File: config.mk
export PLATFORM = sky130hd
export DESIGN_NAME = indexed_list_table
export DESIGN_NICKNAME = d
export VERILOG_FILES = /design/src/ilt_pkg.sv /design/src/ilt_cell.sv /design/src/indexed_list_table.sv
export SDC_FILE = /design/constraint.sdc
export NUM_CORES = 2
export LEC_CHECK = 0
export BUFFER_PORTS_ARGS = -buffer_cell sky130_fd_sc_hd__buf_2
export CAP_MARGIN = 20
export CORE_MARGIN = 4
export CORE_UTILIZATION = 60
export CTS_BUF_LIST = sky130_fd_sc_hd__clkbuf_8
export DETAILED_ROUTE_END_ITERATION = 12
export PLACE_DENSITY = 0.77
export SLEW_MARGIN = 10
export SYNTH_ARGS = -nofsm -noshare
export SYNTH_HDL_FRONTEND = slang
export SYNTH_SLANG_ARGS = --single-unit
File: constraint.sdc
create_clock -name clk -period 19.2 [get_ports clk]
set_input_delay 1.92 -clock clk [delete_from_list [all_inputs] [get_ports clk]]
set_output_delay 1.92 -clock clk [all_outputs]
set_load 0.1 [all_outputs]
File: src/ilt_pkg.sv
// ---------------------------------------------------------------------------
// ilt_pkg
// shared types and constants for the indexed list table and its cells
// ---------------------------------------------------------------------------
`default_nettype none

package ilt_pkg;

  // fixed field widths of the transaction ports
  localparam int CMD_W    = 3;
  localparam int POS_W    = 8;
  localparam int HANDLE_W = 32;
  localparam int FOUND_W  = 5;
  localparam int STATUS_W = 3;
  localparam int COUNT_W  = 5;

  // parameter defaults
  localparam int DEF_CAPACITY    = 16;
  localparam int DEF_HANDLE_BITS = 32;

  typedef enum logic [CMD_W-1:0] {
    CMD_GET    = 3'd0,
    CMD_SET    = 3'd1,
    CMD_INSERT = 3'd2,
    CMD_REMOVE = 3'd3,
    CMD_PUSH   = 3'd4,
    CMD_POP    = 3'd5,
    CMD_SEARCH = 3'd6,
    CMD_CLEAR  = 3'd7
  } cmd_t;

  typedef enum logic [STATUS_W-1:0] {
    ST_OK       = 3'd0,
    ST_RANGE    = 3'd1,
    ST_FULL     = 3'd2,
    ST_EMPTY    = 3'd3,
    ST_NOTFOUND = 3'd4
  } status_t;

  // what every cell of the row does on the current edge
  typedef enum logic [1:0] {
    OP_HOLD       = 2'd0,
    OP_WRITE      = 2'd1,
    OP_SHIFT_UP   = 2'd2,
    OP_SHIFT_DOWN = 2'd3
  } cell_op_t;

endpackage

`default_nettype wire

File: src/ilt_cell.sv
// ---------------------------------------------------------------------------
// ilt_cell
// one entry of the list: holds a handle, loads it, or takes a neighbor's
// ---------------------------------------------------------------------------
`default_nettype none

module ilt_cell #(
  parameter int CELL_INDEX  = 0,
  parameter int IDX_W       = 4,
  parameter int HANDLE_BITS = 32
) (
  input  wire                      clk,
  input  wire  ilt_pkg::cell_op_t  op,
  input  wire  [IDX_W-1:0]         op_idx,
  input  wire  [HANDLE_BITS-1:0]   hdl,
  input  wire  [HANDLE_BITS-1:0]   left_val,
  input  wire  [HANDLE_BITS-1:0]   right_val,
  output logic [HANDLE_BITS-1:0]   val,
  output logic                     match
);
  import ilt_pkg::*;

  localparam logic [IDX_W-1:0] MY_IDX = IDX_W'(CELL_INDEX);

  logic [HANDLE_BITS-1:0] val_r;
  logic [HANDLE_BITS-1:0] val_nxt;

  always_comb begin
    val_nxt = val_r;
    unique case (op)
      OP_HOLD: val_nxt = val_r;
      OP_WRITE: begin
        if (MY_IDX == op_idx) val_nxt = hdl;
      end
      OP_SHIFT_UP: begin
        if (MY_IDX == op_idx) val_nxt = hdl;
        else if (MY_IDX > op_idx) val_nxt = left_val;
      end
      OP_SHIFT_DOWN: begin
        if (MY_IDX >= op_idx) val_nxt = right_val;
      end
      default: val_nxt = val_r;
    endcase
  end

  always_ff @(posedge clk) begin
    val_r <= val_nxt;
  end

  assign val   = val_r;
  assign match = (val_r == hdl);

endmodule

`default_nettype wire

File: src/indexed_list_table.sv
// ---------------------------------------------------------------------------
// indexed_list_table
// ordered list of handles in a row of cells, with get/set/insert/remove,
// push/pop, search and clear
// ---------------------------------------------------------------------------
// usage
//   input channel: in_valid/in_stall carries one command transaction
//   (in_cmd, in_position, in_handle_in); every command gives exactly one
//   result transaction on out_valid/out_stall (out_handle_out, out_found_at,
//   out_status, out_entry_count), in command order
//   a command taken into the command register moves on into the result
//   register, which drives out_valid, once that register is free
//   throughput: 1 command per cycle while out_stall holds no result; the
//   cell row shifts, loads and compares all entries in the execute stage
//   reset: rst_n low empties the list; entry contents stay undefined until
//   written and are never read while outside the live range
//   stall: while out_stall holds a waiting result, the executing command
//   waits in its register and in_stall rises; nothing is dropped
//   CAPACITY sets the number of cells, HANDLE_BITS the stored handle width
// ---------------------------------------------------------------------------
`default_nettype none

module indexed_list_table #(
  parameter int CAPACITY    = ilt_pkg::DEF_CAPACITY,
  parameter int HANDLE_BITS = ilt_pkg::DEF_HANDLE_BITS
) (
  input  wire                                 clk,
  input  wire                                 rst_n,
  // command channel
  input  wire                                 in_valid,
  output logic                                in_stall,
  input  wire  [ilt_pkg::CMD_W-1:0]           in_cmd,
  input  wire  [ilt_pkg::POS_W-1:0]           in_position,
  input  wire  [ilt_pkg::HANDLE_W-1:0]        in_handle_in,
  // result channel
  output logic                                out_valid,
  input  wire                                 out_stall,
  output logic [ilt_pkg::HANDLE_W-1:0]        out_handle_out,
  output logic signed [ilt_pkg::FOUND_W-1:0]  out_found_at,
  output logic [ilt_pkg::STATUS_W-1:0]        out_status,
  output logic [ilt_pkg::COUNT_W-1:0]         out_entry_count
);
  import ilt_pkg::*;

  localparam int IDX_W = (CAPACITY > 1) ? $clog2(CAPACITY) : 1;
  localparam int CNT_W = $clog2(CAPACITY + 1);
  localparam int CMP_W = (CNT_W > POS_W) ? CNT_W : POS_W;

  // command register (execute stage)
  logic                   cmd_vld_r, cmd_vld_nxt;
  cmd_t                   cmd_r;
  logic [POS_W-1:0]       pos_r;
  logic [HANDLE_W-1:0]    hdl_r;

  // list length
  logic [CNT_W-1:0]       count_r, count_nxt;

  // result register
  logic                   out_vld_r, out_vld_nxt;
  logic [HANDLE_W-1:0]    hout_r;
  logic [FOUND_W-1:0]     found_r;
  status_t                status_r;
  logic [COUNT_W-1:0]     shown_r;

  // execute results
  logic [HANDLE_W-1:0]    hout_nxt;
  logic [FOUND_W-1:0]     found_nxt;
  status_t                status_nxt;

  logic                   accept;
  logic                   advance;

  // cell row wiring
  logic [HANDLE_BITS-1:0] hdl_st;
  cell_op_t               op;
  logic [IDX_W-1:0]       op_idx;
  logic [HANDLE_BITS-1:0] cell_val [CAPACITY];
  logic [CAPACITY-1:0]    cell_match;
  logic [CAPACITY-1:0]    live_match;

  logic                   found_any;
  logic [IDX_W-1:0]       match_idx;
  logic [IDX_W-1:0]       rd_idx;
  logic [HANDLE_BITS-1:0] rd_val;

  logic [CMP_W-1:0]       pos_ext;
  logic [CMP_W-1:0]       cnt_ext;
  logic                   in_range;
  logic                   ins_range;
  logic                   full;
  logic                   empty;

  // handshake: the command moves on once the result register is free
  assign advance  = cmd_vld_r && (!out_vld_r || !out_stall);
  assign in_stall = cmd_vld_r && !advance;
  assign accept   = in_valid && !in_stall;

  always_comb begin
    cmd_vld_nxt = cmd_vld_r;
    if (accept) cmd_vld_nxt = 1'b1;
    else if (advance) cmd_vld_nxt = 1'b0;
  end

  always_comb begin
    out_vld_nxt = out_vld_r;
    if (advance) out_vld_nxt = 1'b1;
    else if (out_vld_r && !out_stall) out_vld_nxt = 1'b0;
  end

  always_ff @(posedge clk) begin
    if (!rst_n) begin
      cmd_vld_r <= 1'b0;
      out_vld_r <= 1'b0;
      count_r   <= '0;
    end else begin
      cmd_vld_r <= cmd_vld_nxt;
      out_vld_r <= out_vld_nxt;
      count_r   <= count_nxt;
    end
  end

  // payload registers
  always_ff @(posedge clk) begin
    if (accept) begin
      cmd_r <= cmd_t'(in_cmd);
      pos_r <= in_position;
      hdl_r <= in_handle_in;
    end
    if (advance) begin
      hout_r   <= hout_nxt;
      found_r  <= found_nxt;
      status_r <= status_nxt;
      // clear reports the count it found, every other command the new count
      shown_r  <= (cmd_r == CMD_CLEAR) ? COUNT_W'(count_r) : COUNT_W'(count_nxt);
    end
  end

  // handle narrowed or widened to the stored width
  assign hdl_st = HANDLE_BITS'(hdl_r);

  // index checks
  assign pos_ext   = CMP_W'(pos_r);
  assign cnt_ext   = CMP_W'(count_r);
  assign in_range  = pos_ext < cnt_ext;
  assign ins_range = pos_ext <= cnt_ext;
  assign full      = (count_r == CNT_W'(CAPACITY));
  assign empty     = (count_r == '0);

  // single read port: pop reads the last entry, get and remove read position
  assign rd_idx = (cmd_r == CMD_POP) ? IDX_W'(count_r - CNT_W'(1)) : IDX_W'(pos_r);
  assign rd_val = cell_val[rd_idx];

  // first live match, lowest index wins
  always_comb begin
    found_any = 1'b0;
    match_idx = '0;
    for (int i = CAPACITY - 1; i >= 0; i--) begin
      if (live_match[i]) begin
        found_any = 1'b1;
        match_idx = IDX_W'(i);
      end
    end
  end

  // command decode
  always_comb begin
    op         = OP_HOLD;
    op_idx     = IDX_W'(pos_r);
    count_nxt  = count_r;
    hout_nxt   = '0;
    found_nxt  = '1;
    status_nxt = ST_OK;
    unique case (cmd_r)
      CMD_GET: begin
        if (!in_range) status_nxt = ST_RANGE;
        else hout_nxt = HANDLE_W'(rd_val);
      end
      CMD_SET: begin
        if (!in_range) begin
          status_nxt = ST_RANGE;
        end else begin
          op       = OP_WRITE;
          hout_nxt = HANDLE_W'(hdl_st);
        end
      end
      CMD_INSERT: begin
        if (!ins_range) begin
          status_nxt = ST_RANGE;
        end else if (full) begin
          status_nxt = ST_FULL;
        end else begin
          op        = OP_SHIFT_UP;
          count_nxt = count_r + CNT_W'(1);
          hout_nxt  = HANDLE_W'(hdl_st);
        end
      end
      CMD_REMOVE: begin
        if (!in_range) begin
          status_nxt = ST_RANGE;
        end else begin
          op        = OP_SHIFT_DOWN;
          count_nxt = count_r - CNT_W'(1);
          hout_nxt  = HANDLE_W'(rd_val);
        end
      end
      CMD_PUSH: begin
        if (full) begin
          status_nxt = ST_FULL;
        end else begin
          op        = OP_WRITE;
          op_idx    = IDX_W'(count_r);
          count_nxt = count_r + CNT_W'(1);
          hout_nxt  = HANDLE_W'(hdl_st);
        end
      end
      CMD_POP: begin
        if (empty) begin
          status_nxt = ST_EMPTY;
        end else begin
          count_nxt = count_r - CNT_W'(1);
          hout_nxt  = HANDLE_W'(rd_val);
        end
      end
      CMD_SEARCH: begin
        if (found_any) found_nxt = FOUND_W'(match_idx);
        else status_nxt = ST_NOTFOUND;
      end
      CMD_CLEAR: begin
        count_nxt = '0;
      end
      default: begin
        op = OP_HOLD;
      end
    endcase
    // nothing changes unless the command actually executes this cycle
    if (!advance) begin
      op        = OP_HOLD;
      count_nxt = count_r;
    end
  end

  // row of cells; end cells see themselves as their missing neighbor
  for (genvar g = 0; g < CAPACITY; g++) begin : g_cell
    logic [HANDLE_BITS-1:0] left_w;
    logic [HANDLE_BITS-1:0] right_w;

    if (g == 0) begin : g_first
      assign left_w = cell_val[g];
    end else begin : g_left
      assign left_w = cell_val[g-1];
    end

    if (g == CAPACITY - 1) begin : g_last
      assign right_w = cell_val[g];
    end else begin : g_right
      assign right_w = cell_val[g+1];
    end

    ilt_cell #(
      .CELL_INDEX  (g),
      .IDX_W       (IDX_W),
      .HANDLE_BITS (HANDLE_BITS)
    ) u_cell (
      .clk       (clk),
      .op        (op),
      .op_idx    (op_idx),
      .hdl       (hdl_st),
      .left_val  (left_w),
      .right_val (right_w),
      .val       (cell_val[g]),
      .match     (cell_match[g])
    );

    // only entries below the count take part in a search
    assign live_match[g] = cell_match[g] && (CNT_W'(g) < count_r);
  end

  // result ports
  assign out_valid       = out_vld_r;
  assign out_handle_out  = hout_r;
  assign out_found_at    = signed'(found_r);
  assign out_status      = status_r;
  assign out_entry_count = shown_r;

  // checks
  a_count_bound: assert property (@(posedge clk) disable iff (!rst_n)
    count_r <= CNT_W'(CAPACITY))
    else $error("list count beyond capacity");

  a_exec_gives_result: assert property (@(posedge clk) disable iff (!rst_n)
    advance |=> out_vld_r)
    else $error("executed command left no result");

  a_wait_holds_cmd: assert property (@(posedge clk) disable iff (!rst_n)
    (cmd_vld_r && !advance) |=> (cmd_vld_r && $stable(cmd_r) && $stable(pos_r)))
    else $error("waiting command changed");

  a_push_grows: assert property (@(posedge clk) disable iff (!rst_n)
    (advance && cmd_r == CMD_PUSH && !full) |=> (count_r == $past(count_r) + CNT_W'(1)))
    else $error("push did not grow the list");

  a_clear_empties: assert property (@(posedge clk) disable iff (!rst_n)
    (advance && cmd_r == CMD_CLEAR) |=> (count_r == '0))
    else $error("clear left entries");

endmodule

`default_nettype wire
==> impl_metrics.ini <==
[global_route]
use_met3_pct = 8.41
antenna_found_initial = 5
grt.busiest_layer = met2
gr-total-overflow = 0
global_route.usage.met1_pct = 53.4
grt_max_degree = 234
track_usage_pct = 38.5
grt_pass1_wl_um = 213000
grt_use_met2_pct = 54.9
grt_pass1_vias = 30671

[floorplanning]
pin_count = 94
initial_core_util_pct = 60.6
fp.dieW_um = 272
core_area_mm2 = 0.0687
rows = 96
die_height_um = 272
dieArea_mm2 = 0.0737

[yosys]
synthTopCellsByArea = edfxtp_1 (43%), a221o_1 (11%), mux2_2 (11%), xor2_1 (7.5%), mux4_2 (6.9%)
postSynthAreaPerCell_um2 = 12.6
syn_area_mm2 = 0.0417
synthCells = 3300
synth_area_leader_cell = edfxtp_1
yosys_warnings = 0
synth_top_area_share_pct = 43.2
synth-edff-count = 600
synthDistinctLibCells = 66
async_flop_share_pct = 0
ys_ff_latch = 607
syn-num-nets = 3359
synth_top_flop_cell = edfxtp_1
ys_seq_area_share_pct = 43.6
synth_common_cells = edfxtp_1 (600), a221o_1 (448), mux2_2 (389)
yosysMostFrequentCell = edfxtp_1

[critical_path]
crit_type = flip-flop to flip-flop
cp.arrival_ns = 7.79
required_ns = 19.78
r2r_end = g_cell[14].u_cell.val[20]
crit_chain = inv_1 > ha_1 > nor2b_1 > o21a_1 > o21a_1 > o21a_1 > or3_1 > nor3_1 > nor2_1 > nor2_1 > ha_4 > buf_4 > buf_4 > buf_12 > buf_4 > buf_12 > a221o_1
cp-endpoint = g_cell[14].u_cell.val[20]
r2r_start = count_r[1]
crit_start = count_r[1]
cp-start-kind = flip-flop
r2r_cells = 17
slowest_stage = buf_12
worstPathMaxFanout = 233
setup.worst_path.end_class = flip-flop
ff2ff_setup_slack_ns = 11.99
cp_slowest_stage_delay_ns = 0.87

[route]
vias = 32778
totalWireLength_um = 148000
vias_per_cell = 7.77
antenna_left = 0
drc_errors = 0
first_iter_violations = 6962
drtPass1Iterations = 6
wire_per_inst_um = 35.0

[placement]
portBuffers = 93
placed_area_mm2 = 0.0425
place_congestion = 1.03
dp_hpwl_um = 101000

[cts]
clock-sinks = 607
cts_hold_buffers = 0
path_clk_slew_ns = 0.06
clock_latency_ns = 0.75
cts_setup_buffers = 0
cts_resized = 0
htreeDepth = 3
cts_tree = yes
clockRootBuffer = clkbuf_8
cts_buffers = 108
clock_path_buffers = 3

[sta]
fin_skew_ns = 0.0305
relSlewSlack_pct = 16.7
final.setup.tns_ns = 0
setup_viol = 0
post-route-period-util_pct = 37.5
finalCriticalPeriod_ns = 7.21
grt_setup_unrepaired = false
hold_viol_final = 0
worst_pin_slew_ns = 1.25
fmax_ghz = 0.139
drv_slew = 0

[power]
p_leak_nw = 15.0
swShare_pct = 29.3
pwr-share-clk_pct = 35.9
switchingPower_w = 0.000932
p_per_area_mw_per_mm2 = 71.2
pwr-share-seq_pct = 47.7
ir_drop_v = 0.0000647
internal_power_w = 0.00224
combPwrFrac_pct = 16.5

[cells_and_area]
syn_to_final_growth_pct = 7.08
nets = 3263
fin_area_mm2 = 0.0446
drive_above_1_share_pct = 26.8

[hold_path]
hold_class = flip-flop to flip-flop

[outcome]
run_status = complete, no violations

[flow_run]
max_cap_violations = 0
-- kinds of logic after synthesis --
group,synth area share [%]
xor+xnor,10.8
flops,43.6
fa+ha+maj,0.360
mux,21.1
buf+inv,4.09
simple gates,6.94
compound gates,13.1
-- state kept, by name, summed over array words and instances (netlist names) --
name,flops
cmd_r,3
cmd_vld_r,1
count_r,5
g_cell.u_cell.val,512
hdl_r,32
out_entry_count,5
out_found_at,5
out_handle_out,32
out_status,3
out_valid,1
pos_ext,8
-- placed cells by master (no fill, tap or decap), drive strengths merged, types with 5 or more instances in the layout --
| cell type | n |
|---|---|
| xor2 | 358 |
| a21oi | 29 |
| o31ai | 6 |
| a32o | 33 |
| or3 | 7 |
| mux2i | 5 |
| nand2b | 6 |
| mux4 | 128 |
| nand3 | 54 |
| inv | 58 |
| o21ai | 17 |
| nand4 | 54 |
| nand3b | 33 |
| a211oi | 9 |
| ha | 12 |
| nor3 | 24 |
| nor2 | 49 |
| clkinv | 33 |
| a221o | 448 |
| xnor2 | 157 |
| buf | 174 |
| edfxtp | 600 |
| mux2 | 515 |
| nor2b | 8 |
| nor4 | 92 |
| nand2 | 166 |
| dfxtp | 7 |
| clkbuf | 110 |
| and2 | 36 |
| o21a | 7 |
-- power by group through the flow --
stage	Combinational, W	Sequential, W	Clock (W)
2_1_floorplan	0.000319	0.00157	0
3_3_place_gp	0.000491	0.00154	0
3_5_place_dp	0.000501	0.00154	0
4_1_cts	0.000503	0.00151	0.00114
5_1_grt	0.000535	0.00152	0.00120
6_report	0.000523	0.00151	0.00114
-- worst max-delay path: cells and delay by family, from the launching register on --
family          cells  cell delay, ns
buf+inv             6            3.61
simple gates        5            1.19
compound gates      4            0.77
flops               1            0.66
fa+ha+maj           2            0.55
-- worst min path at each step --
stage | start | end | cells after the start
after floorplan | cmd_vld_r | out_valid | 2
after global placement | cmd_vld_r | out_valid | 2
after detailed placement | cmd_vld_r | out_valid | 2
after CTS | cmd_vld_r | out_valid | 2
after global routing | cmd_vld_r | out_valid | 2
final | cmd_vld_r | out_valid | 2
-- per-stage QoR --
stage / cells / util (%) / power (W) / worst slack (ns) / hold slack [ns]
finish: 4218 / 64.9 / 0.00318 / 11.99 / 0.564
floorplan: 3300 / - / 0.00188 / 12.55 / 0.472
global placement: 4017 / 61.9 / 0.00203 / 12.20 / 0.496
global route: 4216 / 64.9 / 0.00325 / 11.78 / 0.579
detailed placement: 4017 / 61.9 / 0.00204 / 12.05 / 0.558
CTS: 4207 / 64.7 / 0.00316 / 12.11 / 0.568
-- area by class of cell --
type,count,area [um^2]
tap,931,1160
timing repair buffer,174,1170
fill,5200,24100
clock inverter,80,410
multi-input combinational,2295,22100
antenna,3,7.51
sequential,607,18200
inverter,18,67.6
clock buffer,110,1510
-- per-layer routing --
layer / vias up / share of wire, %
met3: 489 / 14
met4: 4 / 8.1
met5: - / 0.018
li1: 13025 / -
met2: 3098 / 42
met1: 16162 / 36
(Power assumes the default switching activity.)
